## src/hw/rtl/fra_pkg.sv

```systemverilog
// shared types and constants of the fec ratio adaptation block
// used by fra_feature, fra_decide and fec_ratio_adaptation; depends on nothing

package fra_pkg;

  localparam int TIME_BITS_DEF = 40;
  localparam int GEN_BITS_DEF  = 32;

  localparam int IN_DATA_W  = 232;
  localparam int OUT_DATA_W = 40;
  localparam int CFG_ADDR_W = 5;
  localparam int CFG_DATA_W = 32;

  // fec_mode codes
  localparam logic [1:0] MODE_OFF   = 2'd0;
  localparam logic [1:0] MODE_FIXED = 2'd1;
  localparam logic [1:0] MODE_ADAPT = 2'd2;

  // register indexes
  localparam logic [2:0] CFG_INIT_RATIO = 3'd0;
  localparam logic [2:0] CFG_CADENCE    = 3'd1;
  localparam logic [2:0] CFG_CONG_HOLD  = 3'd2;
  localparam logic [2:0] CFG_MIN_SAMP   = 3'd3;
  localparam logic [2:0] CFG_DOWN_HOLD  = 3'd4;

  localparam logic [2:0] RATIO_MAX = 3'd5;

  typedef enum logic [2:0] {
    RSN_OFF       = 3'd0,
    RSN_FIXED     = 3'd1,
    RSN_STARTUP   = 3'd2,
    RSN_HEALTHY   = 3'd3,
    RSN_LOSS      = 3'd4,
    RSN_CONGESTED = 3'd5,
    RSN_STALE     = 3'd6,
    RSN_INSUFF    = 3'd7
  } reason_t;

  typedef struct packed {
    logic [2:0]  init_ratio;
    logic [15:0] cadence;
    logic [15:0] cong_hold;
    logic [15:0] min_samples;
    logic [15:0] down_hold;
  } cfg_t;

  typedef struct packed {
    logic [1:0]  fec_mode;
    logic [39:0] now_ms;
    logic        congested_flag;
    logic [15:0] queue_delay;
    logic [29:0] link_rate;
    logic [15:0] rtt_ms;
    logic [40:0] feedback_time_ms;
    logic [15:0] sample_count;
    logic [15:0] lost_count;
    logic [15:0] longest_loss_run;
    logic [31:0] feedback_gen;
  } in_item_t;

  // per-snapshot values that need no state
  typedef struct packed {
    logic [1:0]  mode;
    logic        urgent;
    logic        q_ge40;
    logic [15:0] queue;
    logic [29:0] bps;
    logic [32:0] bps5p5;   // 5*bps+5, for the falling-bitrate test
    logic        fresh;
    logic        insuff;
    logic [2:0]  band;
  } feat_t;

endpackage

```

## src/hw/rtl/fra_feature.sv

```systemverilog
// input register stage: loss bands, freshness, urgency and congestion end time
// depends on fra_pkg

module fra_feature #(
  parameter int TIME_BITS = fra_pkg::TIME_BITS_DEF,
  parameter int GEN_BITS  = fra_pkg::GEN_BITS_DEF
) (
  input  logic                 clk,
  input  logic                 rst_n,
  input  logic                 in_valid,
  output logic                 in_ready,
  input  fra_pkg::in_item_t    item,
  input  fra_pkg::cfg_t        cfg,
  output logic                 feat_valid,
  input  logic                 feat_ready,
  output fra_pkg::feat_t       feat,
  output logic [TIME_BITS-1:0] feat_now,
  output logic [TIME_BITS-1:0] feat_cend,
  output logic [GEN_BITS-1:0]  feat_gen
);
  import fra_pkg::*;

  localparam int FW = ((TIME_BITS > 40) ? TIME_BITS : 40) + 1;

  logic                 v_r;
  feat_t                feat_r, feat_nxt;
  logic [TIME_BITS-1:0] now_r, now_nxt;
  logic [TIME_BITS-1:0] cend_r, cend_nxt;
  logic [GEN_BITS-1:0]  gen_r;

  logic [FW-1:0]        now_x, fb_x, fb_age;
  logic [10:0]          rtt_c;
  logic [12:0]          stale3, stale;
  logic [25:0]          lost_k, s5, s15, s30, s50, s80;
  logic                 lt5, lt15, lt30, lt50, lt80, lossy;
  logic [2:0]           band;
  logic [TIME_BITS:0]   cend_sum;

  assign in_ready = !v_r || feat_ready;
  wire take = in_valid && in_ready;

  always_comb begin
    now_nxt = TIME_BITS'(item.now_ms);

    // feedback age against the 3*rtt window, floor 2 s
    rtt_c  = (item.rtt_ms > 16'd2000) ? 11'd2000 : item.rtt_ms[10:0];
    stale3 = 13'(rtt_c) * 13'd3;
    stale  = (stale3 < 13'd2000) ? 13'd2000 : stale3;
    now_x  = FW'(now_nxt);
    fb_x   = FW'(item.feedback_time_ms[39:0]);
    fb_age = now_x - fb_x;

    // loss bands: lost*1000 against samples*{5,15,30,50,80}
    lost_k = 26'(item.lost_count) * 26'd1000;
    s5     = 26'(item.sample_count) * 26'd5;
    s15    = 26'(item.sample_count) * 26'd15;
    s30    = 26'(item.sample_count) * 26'd30;
    s50    = 26'(item.sample_count) * 26'd50;
    s80    = 26'(item.sample_count) * 26'd80;
    lt5    = lost_k < s5;
    lt15   = lost_k < s15;
    lt30   = lost_k < s30;
    lt50   = lost_k < s50;
    lt80   = lost_k < s80;
    lossy  = (item.sample_count != 16'd0) && !lt5;
    priority if (item.sample_count == 16'd0) band = 3'd0;
    else if (lt5)  band = 3'd0;
    else if (lt15) band = 3'd1;
    else if (lt30) band = 3'd2;
    else if (lt50) band = 3'd3;
    else if (lt80) band = 3'd4;
    else           band = RATIO_MAX;
    // long rtt or bursty loss pushes one band up
    if (lossy && (item.rtt_ms >= 16'd100 || item.longest_loss_run >= 16'd3) &&
        band != RATIO_MAX) begin
      band = band + 3'd1;
    end

    // end of congestion if this snapshot triggers it, saturating
    cend_sum = (TIME_BITS+1)'(now_nxt) + (TIME_BITS+1)'(cfg.cong_hold);
    cend_nxt = cend_sum[TIME_BITS] ? '1 : cend_sum[TIME_BITS-1:0];

    feat_nxt.mode   = item.fec_mode;
    feat_nxt.urgent = item.congested_flag || (item.queue_delay >= 16'd100) ||
                      (item.link_rate == 30'd0);
    feat_nxt.q_ge40 = item.queue_delay >= 16'd40;
    feat_nxt.queue  = item.queue_delay;
    feat_nxt.bps    = item.link_rate;
    feat_nxt.bps5p5 = 33'(item.link_rate) * 33'd5 + 33'd5;
    feat_nxt.fresh  = !item.feedback_time_ms[40] && (now_x >= fb_x) &&
                      (fb_age <= FW'(stale));
    feat_nxt.insuff = item.sample_count < cfg.min_samples;
    feat_nxt.band   = band;
  end

  always_ff @(posedge clk) begin
    if (!rst_n) begin
      v_r <= 1'b0;
    end else if (in_ready) begin
      v_r <= in_valid;
    end
  end

  always_ff @(posedge clk) begin
    if (take) begin
      feat_r <= feat_nxt;
      now_r  <= now_nxt;
      cend_r <= cend_nxt;
      gen_r  <= GEN_BITS'(item.feedback_gen);
    end
  end

  assign feat_valid = v_r;
  assign feat       = feat_r;
  assign feat_now   = now_r;
  assign feat_cend  = cend_r;
  assign feat_gen   = gen_r;

endmodule

```

## src/hw/rtl/fra_decide.sv

```systemverilog
// decision stage: controller state, cadence gate, candidate confirmation, version
// depends on fra_pkg; the state registers double as the result register

module fra_decide #(
  parameter int TIME_BITS = fra_pkg::TIME_BITS_DEF,
  parameter int GEN_BITS  = fra_pkg::GEN_BITS_DEF
) (
  input  logic                 clk,
  input  logic                 rst_n,
  input  logic                 feat_valid,
  output logic                 feat_ready,
  input  fra_pkg::feat_t       feat,
  input  logic [TIME_BITS-1:0] feat_now,
  input  logic [TIME_BITS-1:0] feat_cend,
  input  logic [GEN_BITS-1:0]  feat_gen,
  input  fra_pkg::cfg_t        cfg,
  output logic                 res_valid,
  input  logic                 res_ready,
  output logic [31:0]          res_version,
  output logic [2:0]           res_ratio,
  output logic                 res_kfp,
  output fra_pkg::reason_t     res_reason
);
  import fra_pkg::*;

  logic                 out_v_r;
  logic [1:0]           mode_r, mode_nxt;
  logic                 seen_r, seen_nxt;
  logic [TIME_BITS-1:0] last_r, last_nxt;
  logic [29:0]          pbps_r, pbps_nxt;
  logic [15:0]          pq_r, pq_nxt;
  logic [TIME_BITS-1:0] cend_r, cend_nxt;
  logic [2:0]           appl_r, appl_nxt;
  logic                 cv_r, cv_nxt;
  logic [2:0]           cr_r, cr_nxt;
  logic [TIME_BITS-1:0] cs_r, cs_nxt;
  logic [1:0]           cc_r, cc_nxt;
  logic [GEN_BITS-1:0]  sgen_r, sgen_nxt;
  logic [31:0]          ver_r, ver_nxt;
  logic [2:0]           hratio_r, hratio_nxt;
  logic                 hkfp_r, hkfp_nxt;
  reason_t              hrsn_r, hrsn_nxt;

  logic                 clr, gate, falling, growing, in_cong, immediate, new_cand;
  logic                 e_seen, e_cv;
  logic [TIME_BITS-1:0] e_last, e_cend, e_cs, cend_use, cs1;
  logic [29:0]          e_pbps;
  logic [15:0]          e_pq;
  logic [2:0]           e_appl, e_cr, init_sat, desired;
  logic [1:0]           e_cc, cc1;
  logic [GEN_BITS-1:0]  e_sgen;
  reason_t              reason;

  assign feat_ready = !out_v_r || res_ready;
  wire take = feat_valid && feat_ready;

  always_comb begin
    init_sat = (cfg.init_ratio > RATIO_MAX) ? RATIO_MAX : cfg.init_ratio;

    // mode change or time going back: back to reset values, but the applied ratio goes to init_ratio; version kept
    clr    = (feat.mode != mode_r) || (seen_r && (feat_now < last_r));
    e_seen = clr ? 1'b0 : seen_r;
    e_last = clr ? '0 : last_r;
    e_pbps = clr ? '0 : pbps_r;
    e_pq   = clr ? '0 : pq_r;
    e_cend = clr ? '0 : cend_r;
    e_appl = clr ? init_sat : appl_r;
    e_cv   = clr ? 1'b0 : cv_r;
    e_cr   = clr ? '0 : cr_r;
    e_cs   = clr ? '0 : cs_r;
    e_cc   = clr ? '0 : cc_r;
    e_sgen = clr ? '0 : sgen_r;

    gate = !feat.urgent && e_seen &&
           (TIME_BITS'(feat_now - e_last) < TIME_BITS'(cfg.cadence));

    falling  = (e_pbps != 30'd0) && (feat.bps5p5 <= {1'b0, e_pbps, 2'b00});
    growing  = feat.q_ge40 && ({1'b0, feat.queue} > ({1'b0, e_pq} + 17'd10));
    cend_use = (feat.urgent || falling || growing) ? feat_cend : e_cend;
    in_cong  = feat.urgent || (feat_now < cend_use);

    priority if (feat.mode == MODE_OFF) begin
      desired = 3'd0;
      reason  = RSN_OFF;
    end else if (in_cong) begin
      desired = feat.urgent ? 3'd0 : ((e_appl > 3'd1) ? 3'd1 : e_appl);
      reason  = RSN_CONGESTED;
    end else if (feat.mode == MODE_FIXED) begin
      desired = RATIO_MAX;
      reason  = RSN_FIXED;
    end else if (!feat.fresh || feat.insuff) begin
      desired = (e_appl > 3'd2) ? 3'd2 : e_appl;
      reason  = !feat.fresh ? RSN_STALE : RSN_INSUFF;
    end else begin
      desired = feat.band;
      reason  = (feat.band == 3'd0) ? RSN_HEALTHY : RSN_LOSS;
    end

    immediate = (feat.mode != MODE_ADAPT) || !feat.fresh || feat.insuff ||
                (reason == RSN_CONGESTED);

    // pending candidate, restarted when the target moves
    new_cand = !e_cv || (e_cr != desired);
    cs1      = new_cand ? feat_now : e_cs;
    cc1      = new_cand ? 2'd0 : e_cc;

    mode_nxt   = mode_r;
    seen_nxt   = seen_r;
    last_nxt   = last_r;
    pbps_nxt   = pbps_r;
    pq_nxt     = pq_r;
    cend_nxt   = cend_r;
    appl_nxt   = appl_r;
    cv_nxt     = cv_r;
    cr_nxt     = cr_r;
    cs_nxt     = cs_r;
    cc_nxt     = cc_r;
    sgen_nxt   = sgen_r;
    ver_nxt    = ver_r;
    hratio_nxt = hratio_r;
    hkfp_nxt   = hkfp_r;
    hrsn_nxt   = hrsn_r;

    // a gated word implies no clear, so the state simply holds
    if (take && !gate) begin
      mode_nxt = feat.mode;
      seen_nxt = 1'b1;
      last_nxt = feat_now;
      pbps_nxt = feat.bps;
      pq_nxt   = feat.queue;
      cend_nxt = cend_use;
      appl_nxt = e_appl;
      cv_nxt   = e_cv;
      cr_nxt   = e_cr;
      cs_nxt   = e_cs;
      cc_nxt   = e_cc;
      if (immediate) begin
        appl_nxt = desired;
        cv_nxt   = 1'b0;
        cc_nxt   = 2'd0;
      end else if (desired != e_appl) begin
        cv_nxt = 1'b1;
        cr_nxt = desired;
        cs_nxt = cs1;
        cc_nxt = ((feat_gen != e_sgen) && (cc1 != 2'd3)) ? cc1 + 2'd1 : cc1;
        // upgrades need two generations, downgrades also the hold time
        if (cc_nxt >= 2'd2 && ((desired > e_appl) ||
            (TIME_BITS'(feat_now - cs1) >= TIME_BITS'(cfg.down_hold)))) begin
          appl_nxt = desired;
          cv_nxt   = 1'b0;
        end
      end else begin
        cv_nxt = 1'b0;
        cc_nxt = 2'd0;
      end
      sgen_nxt   = feat_gen;
      ver_nxt    = ver_r + 32'd1;
      hratio_nxt = appl_nxt;
      hkfp_nxt   = feat.mode == MODE_ADAPT;
      hrsn_nxt   = reason;
    end
  end

  always_ff @(posedge clk) begin
    if (!rst_n) begin
      out_v_r  <= 1'b0;
      mode_r   <= MODE_OFF;
      seen_r   <= 1'b0;
      last_r   <= '0;
      pbps_r   <= '0;
      pq_r     <= '0;
      cend_r   <= '0;
      appl_r   <= 3'd0;
      cv_r     <= 1'b0;
      cr_r     <= '0;
      cs_r     <= '0;
      cc_r     <= '0;
      sgen_r   <= '0;
      ver_r    <= '0;
      hratio_r <= '0;
      hkfp_r   <= 1'b0;
      hrsn_r   <= RSN_STARTUP;
    end else begin
      if (feat_ready) begin
        out_v_r <= feat_valid;
      end
      mode_r   <= mode_nxt;
      seen_r   <= seen_nxt;
      last_r   <= last_nxt;
      pbps_r   <= pbps_nxt;
      pq_r     <= pq_nxt;
      cend_r   <= cend_nxt;
      appl_r   <= appl_nxt;
      cv_r     <= cv_nxt;
      cr_r     <= cr_nxt;
      cs_r     <= cs_nxt;
      cc_r     <= cc_nxt;
      sgen_r   <= sgen_nxt;
      ver_r    <= ver_nxt;
      hratio_r <= hratio_nxt;
      hkfp_r   <= hkfp_nxt;
      hrsn_r   <= hrsn_nxt;
    end
  end

  assign res_valid   = out_v_r;
  assign res_version = ver_r;
  assign res_ratio   = hratio_r;
  assign res_kfp     = hkfp_r;
  assign res_reason  = hrsn_r;

endmodule

```

## src/hw/rtl/fec_ratio_adaptation.sv

```systemverilog
// Forward error correction ratio controller. One snapshot word in gives one
// decision word out, via the feature register, then the decision and state
// register. A new word is taken every cycle unless stalled: the controller
// state loop closes through the decision register, and it also holds the word
// on the output until it is taken. The output word carries the version, the
// applied ratio in 0.05 steps, the keyframe priority bit and the reason.
// Registers sit on the APB port at byte addresses 0x00 initial ratio,
// 0x04 cadence, 0x08 congestion hold, 0x0C minimum samples, 0x10 downgrade
// hold; write them only while no word is in flight. No clearing pass.
// depends on fra_pkg, fra_feature and fra_decide

module fec_ratio_adaptation #(
  parameter int TIME_BITS = fra_pkg::TIME_BITS_DEF,
  parameter int GEN_BITS  = fra_pkg::GEN_BITS_DEF
) (
  input  logic                            clk,
  input  logic                            rst_n,
  input  logic                            in_tvalid,
  output logic                            in_tready,
  // fec_mode, now_ms, congested_flag, queue_delay, link_rate, rtt_ms,
  // feedback_time_ms, sample_count, lost_count, longest_loss_run, feedback_gen, pad
  input  logic [fra_pkg::IN_DATA_W-1:0]   in_tdata,
  output logic                            out_tvalid,
  input  logic                            out_tready,
  // config_version, ratio_steps, kf_prio, decision_reason, pad
  output logic [fra_pkg::OUT_DATA_W-1:0]  out_tdata,
  input  logic                            cfg_psel,
  input  logic                            cfg_penable,
  input  logic                            cfg_pwrite,
  input  logic [fra_pkg::CFG_ADDR_W-1:0]  cfg_paddr,
  input  logic [fra_pkg::CFG_DATA_W-1:0]  cfg_pwdata,
  output logic [fra_pkg::CFG_DATA_W-1:0]  cfg_prdata,
  output logic                            cfg_pready
);
  import fra_pkg::*;

  cfg_t                 cfg_r;
  in_item_t             item;
  logic                 feat_valid, feat_ready;
  feat_t                feat;
  logic [TIME_BITS-1:0] feat_now, feat_cend;
  logic [GEN_BITS-1:0]  feat_gen;
  logic [31:0]          res_version;
  logic [2:0]           res_ratio;
  logic                 res_kfp;
  reason_t              res_reason;

  assign cfg_pready = 1'b1;
  wire cfg_wr = cfg_psel && cfg_penable && cfg_pwrite && cfg_pready;

  always_ff @(posedge clk) begin
    if (!rst_n) begin
      cfg_r.init_ratio  <= 3'd0;
      cfg_r.cadence     <= 16'd200;
      cfg_r.cong_hold   <= 16'd1000;
      cfg_r.min_samples <= 16'd40;
      cfg_r.down_hold   <= 16'd3000;
    end else if (cfg_wr) begin
      unique case (cfg_paddr[4:2])
        CFG_INIT_RATIO: cfg_r.init_ratio  <= cfg_pwdata[2:0];
        CFG_CADENCE:    cfg_r.cadence     <= cfg_pwdata[15:0];
        CFG_CONG_HOLD:  cfg_r.cong_hold   <= cfg_pwdata[15:0];
        CFG_MIN_SAMP:   cfg_r.min_samples <= cfg_pwdata[15:0];
        CFG_DOWN_HOLD:  cfg_r.down_hold   <= cfg_pwdata[15:0];
        default: ;
      endcase
    end
  end

  always_comb begin
    unique case (cfg_paddr[4:2])
      CFG_INIT_RATIO: cfg_prdata = 32'(cfg_r.init_ratio);
      CFG_CADENCE:    cfg_prdata = 32'(cfg_r.cadence);
      CFG_CONG_HOLD:  cfg_prdata = 32'(cfg_r.cong_hold);
      CFG_MIN_SAMP:   cfg_prdata = 32'(cfg_r.min_samples);
      CFG_DOWN_HOLD:  cfg_prdata = 32'(cfg_r.down_hold);
      default:        cfg_prdata = 32'd0;
    endcase
  end

  // word unpacking, lowest field first
  always_comb begin
    item.fec_mode         = in_tdata[1:0];
    item.now_ms           = in_tdata[41:2];
    item.congested_flag   = in_tdata[42];
    item.queue_delay      = in_tdata[58:43];
    item.link_rate        = in_tdata[88:59];
    item.rtt_ms           = in_tdata[104:89];
    item.feedback_time_ms = in_tdata[145:105];
    item.sample_count     = in_tdata[161:146];
    item.lost_count       = in_tdata[177:162];
    item.longest_loss_run = in_tdata[193:178];
    item.feedback_gen     = in_tdata[225:194];
  end

  fra_feature #(
    .TIME_BITS (TIME_BITS),
    .GEN_BITS  (GEN_BITS)
  ) u_feature (
    .clk        (clk),
    .rst_n      (rst_n),
    .in_valid   (in_tvalid),
    .in_ready   (in_tready),
    .item       (item),
    .cfg        (cfg_r),
    .feat_valid (feat_valid),
    .feat_ready (feat_ready),
    .feat       (feat),
    .feat_now   (feat_now),
    .feat_cend  (feat_cend),
    .feat_gen   (feat_gen)
  );

  fra_decide #(
    .TIME_BITS (TIME_BITS),
    .GEN_BITS  (GEN_BITS)
  ) u_decide (
    .clk         (clk),
    .rst_n       (rst_n),
    .feat_valid  (feat_valid),
    .feat_ready  (feat_ready),
    .feat        (feat),
    .feat_now    (feat_now),
    .feat_cend   (feat_cend),
    .feat_gen    (feat_gen),
    .cfg         (cfg_r),
    .res_valid   (out_tvalid),
    .res_ready   (out_tready),
    .res_version (res_version),
    .res_ratio   (res_ratio),
    .res_kfp     (res_kfp),
    .res_reason  (res_reason)
  );

  assign out_tdata = {1'b0, res_reason, res_kfp, res_ratio, res_version};

endmodule
```

## config.mk

```make
export PLATFORM = sky130hd
export DESIGN_NAME = fec_ratio_adaptation
export DESIGN_NICKNAME = d
export VERILOG_FILES = /design/src/hw/rtl/fra_pkg.sv /design/src/hw/rtl/fra_feature.sv /design/src/hw/rtl/fra_decide.sv /design/src/hw/rtl/fec_ratio_adaptation.sv
export SDC_FILE = /design/constraint.sdc
export NUM_CORES = 2
export LEC_CHECK = 0
export BUFFER_PORTS_ARGS = -buffer_cell sky130_fd_sc_hd__buf_2
export CORE_MARGIN = 2
export CORE_UTILIZATION = 56
export DETAILED_ROUTE_END_ITERATION = 8
export HOLD_SLACK_MARGIN = 0.05
export PLACE_DENSITY = 0.78
export SETUP_SLACK_MARGIN = 0.02
export SLEW_MARGIN = 20
export SYNTH_ARGS = -nofsm -noshare
export SYNTH_HDL_FRONTEND = slang
export SYNTH_SLANG_ARGS = --single-unit
```

## constraint.sdc

```tcl
create_clock -name clk -period 15 [get_ports clk]
set_input_delay 1.5 -clock clk [delete_from_list [all_inputs] [get_ports clk]]
set_output_delay 1.5 -clock clk [all_outputs]
set_load 0.1 [all_outputs]
```

# Yosys cells after proc, flatten, opt, wreduce, memory -nomap -nowiden
# Index checks and enable logic that the tools add are counted.
[totals]
regBits = 515
elab_cells = 193
[op_classes]
multipliers = 8
eq_ne = 14
mux = 51
n_reduce_logical = 52
n_addsub = 9
n_lt_le_gt_ge = 25
[ops]
columns = ["op", "count"]
rows = [
  ["40-bit two-way mux", 7],
  ["40-bit less-than comparator", 2],
  ["16-bit case mux with 5 select lines", 1],
  ["40-bit subtractor", 2],
  ["3-bit two-way mux", 26],
  ["40-bit by 16-bit adder with 41-bit output", 1],
  ["41-bit by 13-bit less-or-equal comparator with 1-bit output", 1],
  ["40-bit by 40-bit subtractor with 41-bit output", 1],
  ["40-bit by 16-bit >= comparator with 1-bit output", 1],
  ["40-bit >= comparator", 1],
  ["40-bit by 16-bit less-than comparator with 1-bit output", 1],
  ["16-bit by 4-bit multiplier with 20-bit output (second input constant)", 2],
  ["16-bit by 3-bit multiplier with 19-bit output (second input constant)", 2],
  ["33-bit by 3-bit adder with 33-bit output (second input constant)", 1],
  ["33-bit by 32-bit less-or-equal comparator with 1-bit output", 1],
  ["30-bit by 3-bit multiplier with 33-bit output (second input constant)", 1],
  ["32-bit by 1-bit adder with 32-bit output (second input constant)", 1],
  ["16-bit by 7-bit >= comparator with 1-bit output (second input constant)", 2],
  ["32-bit two-way mux", 1],
  ["32-bit inequality test", 1],
  ["30-bit logical NOT", 1],
  ["30-bit two-way mux", 1],
  ["30-bit nonzero test", 1],
  ["26-bit by 19-bit less-than comparator with 1-bit output", 1],
  ["43 further kinds", 99],
]

# Logic depth before layout (Yosys ltp)
[logic_depth]
depth_word = 24
ltp_mapped = 72
ltp_nobuf = 63

# Modules after synthesis
# A second synthesis with hierarchy kept.
[unflattened]
hier_cells = 5487
hier_area_um2 = 46392.0
[modules_own_cells]
columns = ["mod", "n_inst", "area_per_inst_um2", "seq_area_each_um2", "cells_per_inst"]
rows = [
  ["fra_feature", 1, 22067.4, 6025.8, 2223],
  ["fra_decide", 1, 21020.2, 4944.7, 2899],
  ["fec_ratio_adaptation", 1, 3304.4, 1341.3, 365],
]

# Least setup slack after synthesis
# No wires, ideal clock.
[synth_timing]
path_kind = "flip-flop to flip-flop"
start = "register u_feature.now_r[30], in the netlist u_feature.feat_now[30]"
end = "register u_decide.hratio_r[0], in the netlist u_decide.res_ratio[0]"
slack_ns = 0.583
n_path_buf = 11
setup_time_ns = 0.137
path_stages_with_launch = 70
arrival_time_ns = 14.279
path_cell_list = "edfxtp_1 > ha_1 > nand4_1 > nor3_1 > nand3_1 > a31oi_4 > or3_1 > buf_2 > clkbuf_1 > buf_1 > clkbuf_1 > clkbuf_1 > clkbuf_1 > clkbuf_1 > and2_1 > ha_1 > o21a_1 > and2_1 > [... 34 more ...] > nand2_1 > a21oi_1 > xnor2_1 > ha_1 > a21o_1 > a21o_1 > a21oi_1 > nor2_1 > nor3_1 > o2111ai_1 > nor3_1 > o2111a_1 > nand4_1 > nor4_1 > a41oi_1 > a2111oi_4 > mux2i_1 > a211oi_1"
[synth_via]
elab_chain_len = 24
word_cells_on_any_way = 64
cone_classes = "add/sub (4); order compare (10); eq/ne (5); mux (27); reduce/logical (18)"
[synth_lines]
columns = ["item", "line", "text"]
rows = [
  ["start, declared", "fra_feature.sv:27", "logic [TIME_BITS-1:0] now_r, now_nxt;"],
  ["start signal, assigned", "fra_feature.sv:107", "now_r <= now_nxt;"],
  ["branches (longest 24 deep; another with 40-bit less-than comparator)", "n/a", ""],
  ["end signal, assigned", "fra_decide.sv:200", "hratio_r <= hratio_nxt;"],
  ["end, declared", "fra_decide.sv:40", "logic [2:0] hratio_r, hratio_nxt;"],
]
# Several ways; the timed one is not identified.
# A chain may end at the register's enable or synchronous reset.

# Final worst setup path
[layout_timing]
start = "register u_feature.now_r[30], in the netlist u_feature.feat_now[30]"
end = "register u_decide.hratio_r[2], in the netlist u_decide.res_ratio[2]"
# Same word-level chain as after synthesis.

==> flow_metrics.env <==
export IMPL_die_x_um=283
export IMPL_final_net_count=6504
export IMPL_crit_path_frequent_cell="ha_1"
export IMPL_port_buffers=308
export IMPL_synth_cell_types=91
export IMPL_seqPwrFrac=0.284
export IMPL_synth_flop_cell="dfxtp_1"
export IMPL_synth_edf_count=200
export IMPL_min_period_over_period=0.931
export IMPL_cts_buffers=55
export IMPL_cts_buffer_depth=3
export IMPL_setup_viol=0
export IMPL_p_per_area_mw_per_mm2=117
export IMPL_slew_headroom=0.333
export IMPL_fill_cells=6484
export IMPL_io_pins=351
export IMPL_finalPower_mw=5.66
export IMPL_crit_path_max_fanout=30
export IMPL_grt_met2_usage=0.474
export IMPL_syn_avg_cell_area_um2=8.35
export IMPL_fmax_ghz=0.0716
export IMPL_start_util=0.565
export IMPL_grt_pass1_vias=36969
export IMPL_synthMuxAreaShare=0.00838
export IMPL_dpl_instance_area_mm2=0.0462
export IMPL_fin_crit_ns=13.97
export IMPL_synthTopCellsByArea="ha_1, dfxtp_1, edfxtp_1, a21oi_1, nand2_1"
export IMPL_die_y_um=283
export IMPL_clk_pin_slew_ns=0.06
export IMPL_clock_skew_ns=0.0421
export IMPL_arrival_ns=14.49
export IMPL_slowest_delay_ns=0.54
export IMPL_rows=102
export IMPL_grt_pass1_wl_um=190000
export IMPL_place_gp_congestion=0.966
export IMPL_drt_total_wl_um=118000
export IMPL_yosysTopAreaCell="ha_1"
export IMPL_tightest_slew_ns=0.999
export IMPL_required_ns=15.53
export IMPL_cts_tree="done"
export IMPL_design_core_area_mm2=0.0772
export IMPL_yosysMostFrequentCell="nand2_1"
export IMPL_vias_per_cell=5.91
export IMPL_hold_slack_ns=0.457
export IMPL_antenna_found_initial=10
export IMPL_combPwrFrac=0.459
export IMPL_use_met3=0.0321
export IMPL_antenna_left=0
export IMPL_crit_type="reg -> reg"
export IMPL_synth_commonest_cells="nand2_1, ha_1, a21oi_1"
export IMPL_yosysSeqAreaShare=0.282
export IMPL_internal_power_mw=3.48
export IMPL_root_buffer="clkbuf_16"
export IMPL_first_iter_violations=3121
export IMPL_swShare=0.385
export IMPL_r2r_setup_slack_ns=1.03
export IMPL_syn_inst=5223
export IMPL_wl_per_cell_um=18.0
export IMPL_gr_usage_all_layers=0.287
export IMPL_slowest_stage="edfxtp_1"
export IMPL_synth_area_mm2=0.0436
export IMPL_syn_to_final_growth_pct=10.6
export IMPL_multi_input_area_mm2=0.0291
export IMPL_num_vias=38770
export IMPL_busiest_layer="met2"
export IMPL_stdcell_area_mm2=0.0482
export IMPL_p_leak_nw=20.7
export IMPL_register_area_mm2=0.0123
export IMPL_ir_drop_mv=0.115
export IMPL_hold_violations=0
export IMPL_htree_num_levels=2
export IMPL_synthSimpleGateAreaFrac=0.190
export IMPL_yosysWarnings=0
export IMPL_finish_utilization=0.624
export IMPL_end_kind="register"
export IMPL_synth_adder_area_share=0.238
export IMPL_pwr_share_clk=0.257
export IMPL_switching_power_mw=2.18
export IMPL_drcViolationCount=0
export IMPL_synth_top_family_by_area="adder cells"
export IMPL_synth_xor_xnor_area_share=0.0456
export IMPL_slew_violations=0
export IMPL_maxCapViolCount=0
export IMPL_met1_usage=0.386
export IMPL_die_area_mm2=0.0801
export IMPL_hp_class="reg -> reg"
export IMPL_hpwl_um=90300
export IMPL_outcome="complete, no violations"
export IMPL_clkLatencyLatePin_ns=0.64
export IMPL_synth_compound_area_frac=0.182
export IMPL_async_flop_share=0
export IMPL_overflow=0
export IMPL_yosys_register_bits=515
export IMPL_grt_max_degree=195
export IMPL_netlist_area_leader_share=0.192
export IMPL_first_pass_iters=6
export IMPL_drive_gt1_frac=0.0926
export IMPL_start_kind="register"
export IMPL_clock_sinks=515
-- final cells by class --
class                           count  share of cell area
Antenna cell                       10            0.000519
Clock buffer                       83              0.0346
Clock inverter                     21             0.00579
Inverter                          402              0.0316
Multi-Input combinational cell   4125               0.604
Sequential cell                   515               0.255
Tap cell                         1040              0.0270
Timing Repair Buffer              361              0.0411
-- critical path: cells and delay by family (launching register included) --
family / cells / cell delay, ns
adder cells (fa/ha/maj): 6 / 1.85
buffers and inverters: 4 / 0.82
AND/OR/NAND/NOR: 23 / 4.27
AO/OA/AOI/OAI: 24 / 5.69
XOR/XNOR: 2 / 0.31
flip-flops: 1 / 0.54
multiplexers: 2 / 0.34
-- stage by stage --
step | setup WS (ns) | cells | TNS, ns
finish | 1.03 | 6557 | 0
global route | -0.0284 | 6554 | -0.0284
CTS | 0.517 | 6546 | 0
detailed placement | 0.558 | 6442 | 0
floorplan | 0.583 | 5239 | 0
global placement | 0.821 | 6442 | 0
-- placed cells by master (no fill, tap or decap), types with 177 or more instances in the layout --
cell        n
nand2_1   700
nor2_1    380
a21oi_1   539
ha_1      668
edfxtp_1  200
inv_1     400
buf_2     308
xnor2_1   177
o21ai_0   242
dfxtp_1   315
-- per-layer routing --
layer | vias up | part of all wire
met2 | 1324 | 0.46
met1 | 18221 | 0.44
met5 | - | 0.00025
li1 | 18960 | -
met3 | 261 | 0.069
met4 | 4 | 0.037
-- power by group through the flow --
stage          logic (mW)  clock network, mW  registers (mW)
2_1_floorplan        1.91                  0            1.62
3_3_place_gp         2.46                  0            1.63
3_5_place_dp         2.54                  0            1.64
4_1_cts              2.58               1.47            1.61
5_1_grt              2.98               1.53            1.62
6_report             2.60               1.46            1.61
-- what timing repair did --
action / in CTS / in global routing
hold buffers: 0 / 0
setup buffers: 0 / 1
gates resized for setup: 0 / 7
endpoints found under the hold margin: 0 / 0
setup endpoints to repair: 0 / 4
-- cells by family (layout without fill, tap and decap cells) --
group	after synthesis	after routing
AND/OR/NAND/NOR	1785	1785
AO/OA/AOI/OAI	1291	1291
adder cells (fa/ha/maj)	769	769
buffers and inverters	599	867
flip-flops	515	515
XOR/XNOR	227	227
multiplexers	35	35
other	2	28
-- state kept, by name, indices dropped and copies added (netlist names), 3 cells and up --
signal                cells
u_decide.sgen_r          32
cfg_r                    67
u_decide.cs_r            40
u_feature.feat_now       40
u_feature.feat_cend      40
u_feature.feat           88
u_decide.cr_r             3
u_decide.res_ratio        3
u_decide.pq_r            16
u_decide.last_r          40
u_decide.cend_r          40
u_decide.pbps_r          30
u_decide.res_reason       3
u_feature.feat_gen       32
u_decide.res_version     32
-- final timing paths --
path / cells after the start / endpoint / start
worst max-delay path: 61 / u_decide.res_ratio[2]$_SDFFE_PN0P_ / u_feature.feat_now[30]$_DFFE_PP_
worst min-delay path: 2 / cfg_r[58]$_SDFFE_PN0P_ / cfg_r[58]$_SDFFE_PN0P_
worst max register to register: 61 / u_decide.res_ratio[2]$_SDFFE_PN0P_ / u_feature.feat_now[30]$_DFFE_PP_
worst min register to register: 2 / cfg_r[58]$_SDFFE_PN0P_ / cfg_r[58]$_SDFFE_PN0P_
No activity file was read; power rests on OpenSTA's default activity.
